[config.mk]
export PLATFORM = sky130hd
export DESIGN_NAME = ring_test_pattern_pixel
export DESIGN_NICKNAME = d
export VERILOG_FILES = /design/src/design/rtpp_pkg.sv /design/src/design/rtpp_cfg.sv /design/src/design/ring_test_pattern_pixel.sv
export SDC_FILE = /design/constraint.sdc
export NUM_CORES = 2
export LEC_CHECK = 0
export ABC_AREA = 1
export BUFFER_PORTS_ARGS = -buffer_cell sky130_fd_sc_hd__buf_2
export CAP_MARGIN = 20
export CORE_ASPECT_RATIO = 0.6
export CORE_UTILIZATION = 45
export DETAILED_ROUTE_END_ITERATION = 8
export HOLD_SLACK_MARGIN = 0.05
export MAX_ROUTING_LAYER = met4
export PLACE_DENSITY_LB_ADDON = 0.25
export SLEW_MARGIN = 40
export SYNTH_ARGS = -nofsm -noshare
export SYNTH_HDL_FRONTEND = slang
export SYNTH_HIERARCHICAL = 1
export SYNTH_SLANG_ARGS = --single-unit
[constraint.sdc]
create_clock -name clk -period 15.2 [get_ports clk]
set_input_delay 2.28 -clock clk [delete_from_list [all_inputs] [get_ports clk]]
set_output_delay 2.28 -clock clk [all_outputs]
set_load 0.01 [all_outputs]
[src/design/rtpp_pkg.sv]
// Shared constants for the ring test pattern pixel generator.
package rtpp_pkg;

    localparam int MAX_DIM_DEF = 4096;

    localparam int COORD_W = 12;
    localparam int CFG_DIM_W = 13;
    localparam int TIME_W = 32;
    localparam int CFG_IDX_W = 2;
    localparam int CFG_DATA_W = 32;
    localparam int PIXEL_W = 32;
    localparam int COLOR_W = 24;
    localparam int ALPHA_W = 8;

    localparam logic [CFG_IDX_W-1:0] REG_FRAME_WIDTH = 2'd0;
    localparam logic [CFG_IDX_W-1:0] REG_FRAME_HEIGHT = 2'd1;
    localparam logic [CFG_IDX_W-1:0] REG_FRAME_TIME = 2'd2;

    localparam int RESET_WIDTH = 640;
    localparam int RESET_HEIGHT = 480;

    localparam int RADIUS_GAP = 8;
    localparam int RING_WIDTH = 32;
    localparam int STRIPE_HALF = 6;

    localparam int R2_SHIFT = 5;
    localparam int TIME_SHIFT_DISC = 6;
    localparam int TIME_SHIFT_RING = 5;
    localparam int TIME_SHIFT_OUTER = 4;

    localparam int MUL_SHIFT_MID = 10;
    localparam int MUL_SHIFT_HIGH = 19;

    localparam logic [ALPHA_W-1:0] ALPHA_OPAQUE = 8'hff;
    localparam logic [ALPHA_W-1:0] ALPHA_CLEAR = 8'h00;

endpackage

[src/design/rtpp_cfg.sv]
// Configuration registers for frame size and animation time.
module rtpp_cfg #(
    parameter int MAX_DIM = rtpp_pkg::MAX_DIM_DEF,
    parameter int DIM_W = rtpp_pkg::CFG_DIM_W
) (
    input  logic                                clk,
    input  logic                                rst_n,
    input  logic                                cfg_valid,
    output logic                                cfg_ready,
    input  logic [rtpp_pkg::CFG_IDX_W-1:0]      cfg_index,
    input  logic [rtpp_pkg::CFG_DATA_W-1:0]     cfg_data,
    output logic [DIM_W-1:0]                    frame_width,
    output logic [DIM_W-1:0]                    frame_height,
    output logic [rtpp_pkg::TIME_W-1:0]         frame_time
);

    logic [DIM_W-1:0] width_reg;
    logic [DIM_W-1:0] width_next;
    logic [DIM_W-1:0] height_reg;
    logic [DIM_W-1:0] height_next;
    logic [rtpp_pkg::TIME_W-1:0] time_reg;
    logic [rtpp_pkg::TIME_W-1:0] time_next;
    logic [DIM_W-1:0] dim_raw;
    logic [DIM_W-1:0] dim_clamped;

    assign cfg_ready = 1'b1;

    assign dim_raw = DIM_W'(cfg_data[rtpp_pkg::CFG_DIM_W-1:0]);
    assign dim_clamped = (dim_raw > DIM_W'(MAX_DIM)) ? DIM_W'(MAX_DIM) : dim_raw;

    always_comb
    begin
        width_next = width_reg;
        height_next = height_reg;
        time_next = time_reg;
        if (cfg_valid && cfg_ready)
        begin
            case (cfg_index)
                rtpp_pkg::REG_FRAME_WIDTH:  width_next = dim_clamped;
                rtpp_pkg::REG_FRAME_HEIGHT: height_next = dim_clamped;
                rtpp_pkg::REG_FRAME_TIME:   time_next = cfg_data[rtpp_pkg::TIME_W-1:0];
                default:                    ;
            endcase
        end
    end

    always_ff @(posedge clk or negedge rst_n)
    begin
        if (!rst_n)
        begin
            width_reg <= DIM_W'(rtpp_pkg::RESET_WIDTH);
            height_reg <= DIM_W'(rtpp_pkg::RESET_HEIGHT);
            time_reg <= '0;
        end
        else
        begin
            width_reg <= width_next;
            height_reg <= height_next;
            time_reg <= time_next;
        end
    end

    assign frame_width = width_reg;
    assign frame_height = height_reg;
    assign frame_time = time_reg;

endmodule

[src/design/ring_test_pattern_pixel.sv]
// Top level of the animated ring test pattern pixel generator.
//
// The block turns a pixel position into one 32-bit ARGB word. A request on the
// slave stream carries the column in s_tdata[11:0] and the row in s_tdata[23:12];
// the pixel leaves on the master stream in m_tdata. Frame width, frame height and
// the frame time value are written through the configuration channel, which is
// always ready; writes belong between frames while no request is in flight.
// The datapath is a four-stage pipeline: offsets and stripe test, squaring of
// offsets and radii, band selection, color product. An accepted request moves
// through s1_reg, s2_reg and s3_reg to pix_reg, which drives m_tdata. Unless
// the master side stalls, a new request may enter at every clock, so the rate
// is one pixel per cycle. The four squarers of the second stage set the depth.
// When the receiver stalls, each stage holds its data and empty stages still
// fill, so up to four pixels wait inside before s_tready falls; nothing is
// dropped or repeated. Reset empties the pipeline and loads a 640 by 480 frame
// with a frame time of zero.
module ring_test_pattern_pixel #(
    parameter int MAX_DIM = rtpp_pkg::MAX_DIM_DEF
) (
    input  logic                                    clk,
    input  logic                                    rst_n,
    input  logic                                    s_tvalid,
    output logic                                    s_tready,
    input  logic [2*rtpp_pkg::COORD_W-1:0]          s_tdata,   // col, row
    output logic                                    m_tvalid,
    input  logic                                    m_tready,
    output logic [rtpp_pkg::PIXEL_W-1:0]            m_tdata,   // pixel_value
    input  logic                                    cfg_valid,
    output logic                                    cfg_ready,
    input  logic [rtpp_pkg::CFG_IDX_W-1:0]          cfg_index,
    input  logic [rtpp_pkg::CFG_DATA_W-1:0]         cfg_data
);

    localparam int DIM_BITS = $clog2(MAX_DIM + 1);
    localparam int DIM_W = (DIM_BITS > rtpp_pkg::CFG_DIM_W) ? DIM_BITS : rtpp_pkg::CFG_DIM_W;
    localparam int SW = DIM_W + 1;
    localparam int SQ_W = 2 * SW;
    localparam int R2_W = SQ_W + 1;
    localparam int CW = rtpp_pkg::COORD_W;
    localparam int COLOR_W = rtpp_pkg::COLOR_W;

    typedef struct packed {
        logic [CW-1:0]          x;
        logic [CW-1:0]          y;
        logic signed [SW-1:0]   dx;
        logic signed [SW-1:0]   dy;
        logic signed [SW-1:0]   outer;
        logic signed [SW-1:0]   inner;
        logic                   stripe;
    } st1_t;

    typedef struct packed {
        logic [CW-1:0]          x;
        logic [CW-1:0]          y;
        logic [SQ_W-1:0]        dx2;
        logic [SQ_W-1:0]        dy2;
        logic [SQ_W-1:0]        outer2;
        logic [SQ_W-1:0]        inner2;
        logic                   stripe;
    } st2_t;

    typedef struct packed {
        logic [COLOR_W-1:0]     base;
        logic                   stripe;
    } st3_t;

    logic [DIM_W-1:0] frame_width;
    logic [DIM_W-1:0] frame_height;
    logic [rtpp_pkg::TIME_W-1:0] frame_time;

    logic v1_reg;
    logic v2_reg;
    logic v3_reg;
    logic v4_reg;
    logic rdy1;
    logic rdy2;
    logic rdy3;
    logic rdy4;

    st1_t s1_reg;
    st1_t s1_next;
    st2_t s2_reg;
    st2_t s2_next;
    st3_t s3_reg;
    st3_t s3_next;
    logic [rtpp_pkg::PIXEL_W-1:0] pix_reg;
    logic [rtpp_pkg::PIXEL_W-1:0] pix_next;

    logic [CW-1:0] in_x;
    logic [CW-1:0] in_y;
    logic signed [SW-1:0] xs;
    logic signed [SW-1:0] ys;
    logic signed [SW-1:0] hs;
    logic signed [SW-1:0] halfw;
    logic signed [SW-1:0] halfh;
    logic signed [SW-1:0] half_min;
    logic signed [SW-1:0] diag_a;
    logic signed [SW-1:0] diag_b;
    logic on_a;
    logic on_b;

    logic signed [SQ_W-1:0] p_dx;
    logic signed [SQ_W-1:0] p_dy;
    logic signed [SQ_W-1:0] p_outer;
    logic signed [SQ_W-1:0] p_inner;

    logic [R2_W-1:0] r2;
    logic [COLOR_W-1:0] t_disc;
    logic [COLOR_W-1:0] t_ring;
    logic [COLOR_W-1:0] t_outer;

    logic [COLOR_W-1:0] color;

    rtpp_cfg #(
        .MAX_DIM (MAX_DIM),
        .DIM_W   (DIM_W)
    ) u_cfg (
        .clk          (clk),
        .rst_n        (rst_n),
        .cfg_valid    (cfg_valid),
        .cfg_ready    (cfg_ready),
        .cfg_index    (cfg_index),
        .cfg_data     (cfg_data),
        .frame_width  (frame_width),
        .frame_height (frame_height),
        .frame_time   (frame_time)
    );

    assign rdy4 = !v4_reg || m_tready;
    assign rdy3 = !v3_reg || rdy4;
    assign rdy2 = !v2_reg || rdy3;
    assign rdy1 = !v1_reg || rdy2;
    assign s_tready = rdy1;

    // Stage 1: offsets from the center, radii and diagonal stripe test.
    always_comb
    begin
        in_x = s_tdata[CW-1:0];
        in_y = s_tdata[2*CW-1:CW];
        xs = $signed(SW'(in_x));
        ys = $signed(SW'(in_y));
        hs = $signed(SW'(frame_height));
        halfw = $signed(SW'(frame_width >> 1));
        halfh = $signed(SW'(frame_height >> 1));
        half_min = (halfw < halfh) ? halfw : halfh;
        diag_a = xs - ys;
        diag_b = xs + ys - hs;
        on_a = (diag_a <= SW'(rtpp_pkg::STRIPE_HALF))
            && (diag_a >= -$signed(SW'(rtpp_pkg::STRIPE_HALF)));
        on_b = (diag_b <= SW'(rtpp_pkg::STRIPE_HALF))
            && (diag_b >= -$signed(SW'(rtpp_pkg::STRIPE_HALF)));
        s1_next.x = in_x;
        s1_next.y = in_y;
        s1_next.dx = xs - halfw;
        s1_next.dy = ys - halfh;
        s1_next.outer = half_min - SW'(rtpp_pkg::RADIUS_GAP);
        s1_next.inner = half_min - SW'(rtpp_pkg::RADIUS_GAP + rtpp_pkg::RING_WIDTH);
        s1_next.stripe = on_a || on_b;
    end

    // Stage 2: squares of the offsets and of both radii.
    always_comb
    begin
        p_dx = s1_reg.dx * s1_reg.dx;
        p_dy = s1_reg.dy * s1_reg.dy;
        p_outer = s1_reg.outer * s1_reg.outer;
        p_inner = s1_reg.inner * s1_reg.inner;
        s2_next.x = s1_reg.x;
        s2_next.y = s1_reg.y;
        s2_next.dx2 = $unsigned(p_dx);
        s2_next.dy2 = $unsigned(p_dy);
        s2_next.outer2 = $unsigned(p_outer);
        s2_next.inner2 = $unsigned(p_inner);
        s2_next.stripe = s1_reg.stripe;
    end

    // Stage 3: band selection and the color base value.
    always_comb
    begin
        r2 = R2_W'(s2_reg.dx2) + R2_W'(s2_reg.dy2);
        t_disc = COLOR_W'(frame_time >> rtpp_pkg::TIME_SHIFT_DISC);
        t_ring = COLOR_W'(frame_time >> rtpp_pkg::TIME_SHIFT_RING);
        t_outer = COLOR_W'(frame_time >> rtpp_pkg::TIME_SHIFT_OUTER);
        if (r2 < R2_W'(s2_reg.inner2))
        begin
            s3_next.base = COLOR_W'(r2 >> rtpp_pkg::R2_SHIFT) + t_disc;
        end
        else if (r2 < R2_W'(s2_reg.outer2))
        begin
            s3_next.base = COLOR_W'(s2_reg.y) + t_ring;
        end
        else
        begin
            s3_next.base = COLOR_W'(s2_reg.x) + t_outer;
        end
        s3_next.stripe = s2_reg.stripe;
    end

    // Stage 4: the color multiplier has three set bits, so it is a shift and add.
    always_comb
    begin
        color = s3_reg.base
            + COLOR_W'(s3_reg.base << rtpp_pkg::MUL_SHIFT_MID)
            + COLOR_W'(s3_reg.base << rtpp_pkg::MUL_SHIFT_HIGH);
        pix_next = {s3_reg.stripe ? rtpp_pkg::ALPHA_CLEAR : rtpp_pkg::ALPHA_OPAQUE, color};
    end

    always_ff @(posedge clk or negedge rst_n)
    begin
        if (!rst_n)
        begin
            v1_reg <= 1'b0;
            v2_reg <= 1'b0;
            v3_reg <= 1'b0;
            v4_reg <= 1'b0;
        end
        else
        begin
            if (rdy1)
            begin
                v1_reg <= s_tvalid;
            end
            if (rdy2)
            begin
                v2_reg <= v1_reg;
            end
            if (rdy3)
            begin
                v3_reg <= v2_reg;
            end
            if (rdy4)
            begin
                v4_reg <= v3_reg;
            end
        end
    end

    always_ff @(posedge clk)
    begin
        if (rdy1 && s_tvalid)
        begin
            s1_reg <= s1_next;
        end
        if (rdy2 && v1_reg)
        begin
            s2_reg <= s2_next;
        end
        if (rdy3 && v2_reg)
        begin
            s3_reg <= s3_next;
        end
        if (rdy4 && v3_reg)
        begin
            pix_reg <= pix_next;
        end
    end

    assign m_tvalid = v4_reg;
    assign m_tdata = pix_reg;

endmodule

==> summary.md <==
| Metric | Value |
|---|---|
| Fin nets | 6174 |
| Crit Path Class | flop to flop |
| Post-Synthesis Cells | between 4000 and 5000 |
| Die X | 400.8 um |
| CTS sink count | just under 300 |
| Initial antenna violation count | 5 |
| Gr ovfl total | 0 |
| CP arrival | 6.75 ns |
| Fillers | 9204 |
| Num ports | approximately 100 |
| First-pass GRT wire length | 177200 um |
| Number of DRC markers in iteration 0 | about 2700 |
| Setup violations, final | 0 |
| Layout cells sized above 1 | 4.666% |
| Synthesized Nets | 6117 |
| Avg WL per Cell | 17.69 um |
| Worst-path clk slew | 0.07 ns |
| Final hold vios | 0 |
| Largest register FFs | 121 |
| Post-CTS Setup Inserts | 0 |
| Avg Inst Size Synth | 8.631 um2 |
| CTS tree | built |
| CP dominant cell by count | fa_1 |
| Drt total wl | 111600 um |
| Yosys warnings | 6 |
| Worst-margin pin slew | 0.8638 ns |
| Clock root buffer | clkbuf_16 |
| CTS Hold Buffers Added | 0 |
| Status | completed |
| Total CTS buffers | 31 |
| Post-DP HPWL | 94760 um |
| Worst path cell trace | nand2_1, fa_1, fa_1, inv_1, fa_1, fa_1, fa_1, ha_1, ha_1, nand2_1, nor2_1, nand4_1, a31oi_1, nor2_1, o21ai_0, xor2_1 |
| CP max-delay cell | fa_1 |
| DIE AREA | 0.09672 mm2 |
| Worst hold path type | flop to flop |
| Vias | 31870 |
| Crit path time final | 6.418 ns |
| Inst Count DP | roughly 6200 |
| CTS resizes | 0 |
| Gr usage total | 24.35% |
| GPL Wtd Cong | slightly below 1 |
| Sum of negative setup slack | 0 ns |
| Drt first pass iters | 7 |
| Vias in the first global route | roughly 31000 |
| MaxCap Viol Count | 0 |
| IO Port Bufs | 94 |
| Synthesized area | 0.04295 mm2 |
| Area growth syn-to-layout | 6.718% |
| Final non-filler cell total | around 6300 |
| Fmax | 155.8 MHz |
| Final max-slew violation count | 0 |
| Crit-path max FO | 18 |
| Die Ht | 241.3 um |
| Crit. End Element | flop |
| CP required | 15.53 ns |
| Initial core utilization | 45.56% |
| Final Cycle Share | roughly 42% |
| Worst clock skew | 0.02357 ns |
| Largest net degree at the start of global routing | 73 |
| Core area | 0.09427 mm2 |
| Avg Vias per Cell | 5.052 |
| Slew margin rel. | a little over two fifths |
| Longest Clk Path Bufs | 3 |
| DR DRC count | 0 |
| RSZ-0062 raised after global routing | no |
| Clk_lat worst skew | 0.62 ns |
| Crit path launch type | flop |
| Final ANT Viol Nets | 0 |
| CP max stage delay | 0.85 ns |
| CTS H-tree depth | 1 |
| Row count | 87 |
==> per-stage QoR <==
stage	area, um2	hold WS, ns	worst slack [ns]	utilization [%]
2_1_floorplan	42950	0.4003	9.029	-
3_3_place_gp	44700	0.4050	8.739	47.41
3_5_place_dp	44720	0.4045	8.857	47.44
4_1_cts	45790	0.4171	8.835	48.57
5_1_grt	45830	0.4212	8.433	48.62
6_report	45830	0.4183	8.782	48.62
==> path summary, 6_finish.rpt <==
path	from	endpoint	slack, ns	depth (start not counted)
min in group asynchronous	rst_n	u_cfg/frame_time[29]	1.73	2
worst min-delay path	s1_reg[77]	s2_reg[133]	0.42	0
worst max register to register	s1_reg[41]	s2_reg[76]	8.78	16
worst min register to register	s1_reg[77]	s2_reg[133]	0.42	0
max in group asynchronous	rst_n	u_cfg/frame_height[10]	13.00	2
worst max-delay path	s1_reg[41]	s2_reg[76]	8.78	16
==> cell usage in the layout (no fill, tap or decap), types with 11 or more instances in the layout <==
cell type  count
a21o_1        24
a21oi_1      230
a31oi_1       15
buf_2         94
buf_4         11
clkbuf_16     32
dfrtp_1       49
edfxtp_1     243
fa_1         591
ha_1         487
inv_1       1159
mux2_2        24
nand2_1     1085
nand3_1      217
nand3b_1      16
nand4_1       36
nor2_1       211
nor3_1        30
nor4_1        11
o21ai_0      112
o21bai_1      29
xnor2_1       84
xor2_1       151
==> per-layer routing <==
layer / global-route usage [%] / routed length [um] / up-vias
met5: - / 0 / -
met4: 2.577 / 1119 / 0
met3: 5.162 / 10330 / 73
met2: 31.52 / 41200 / 1019
met1: 39.03 / 58940 / 15240
li1: - / - / 15540
==> cell type report <==
class	count	area, um2	area share (%)
inverter	1169	4390	9.580
sequential	298	8681	18.94
multi-input combinational	3422	29500	64.38
clock buffer	40	880.8	1.922
tap	1246	1559	3.402
antenna	4	10.01	0.02184
timing repair buffer	111	620.6	1.354
clock inverter	18	185.2	0.4040
==> worst max-delay path, delay by kind of cell, from the launching register on <==
kind	cells	cell delay (ns)
AOI/OAI and AO/OA	2	0.38
xor gates and xnor gates	1	0.49
adders and majority gates	7	3.55
buffers and inverters	1	0.12
DFF	1	0.82
and+or+nand+nor	5	0.77
Power is not shown: default switching activity piles up to over one toggle a cycle in this logic, so the estimate is an artifact.
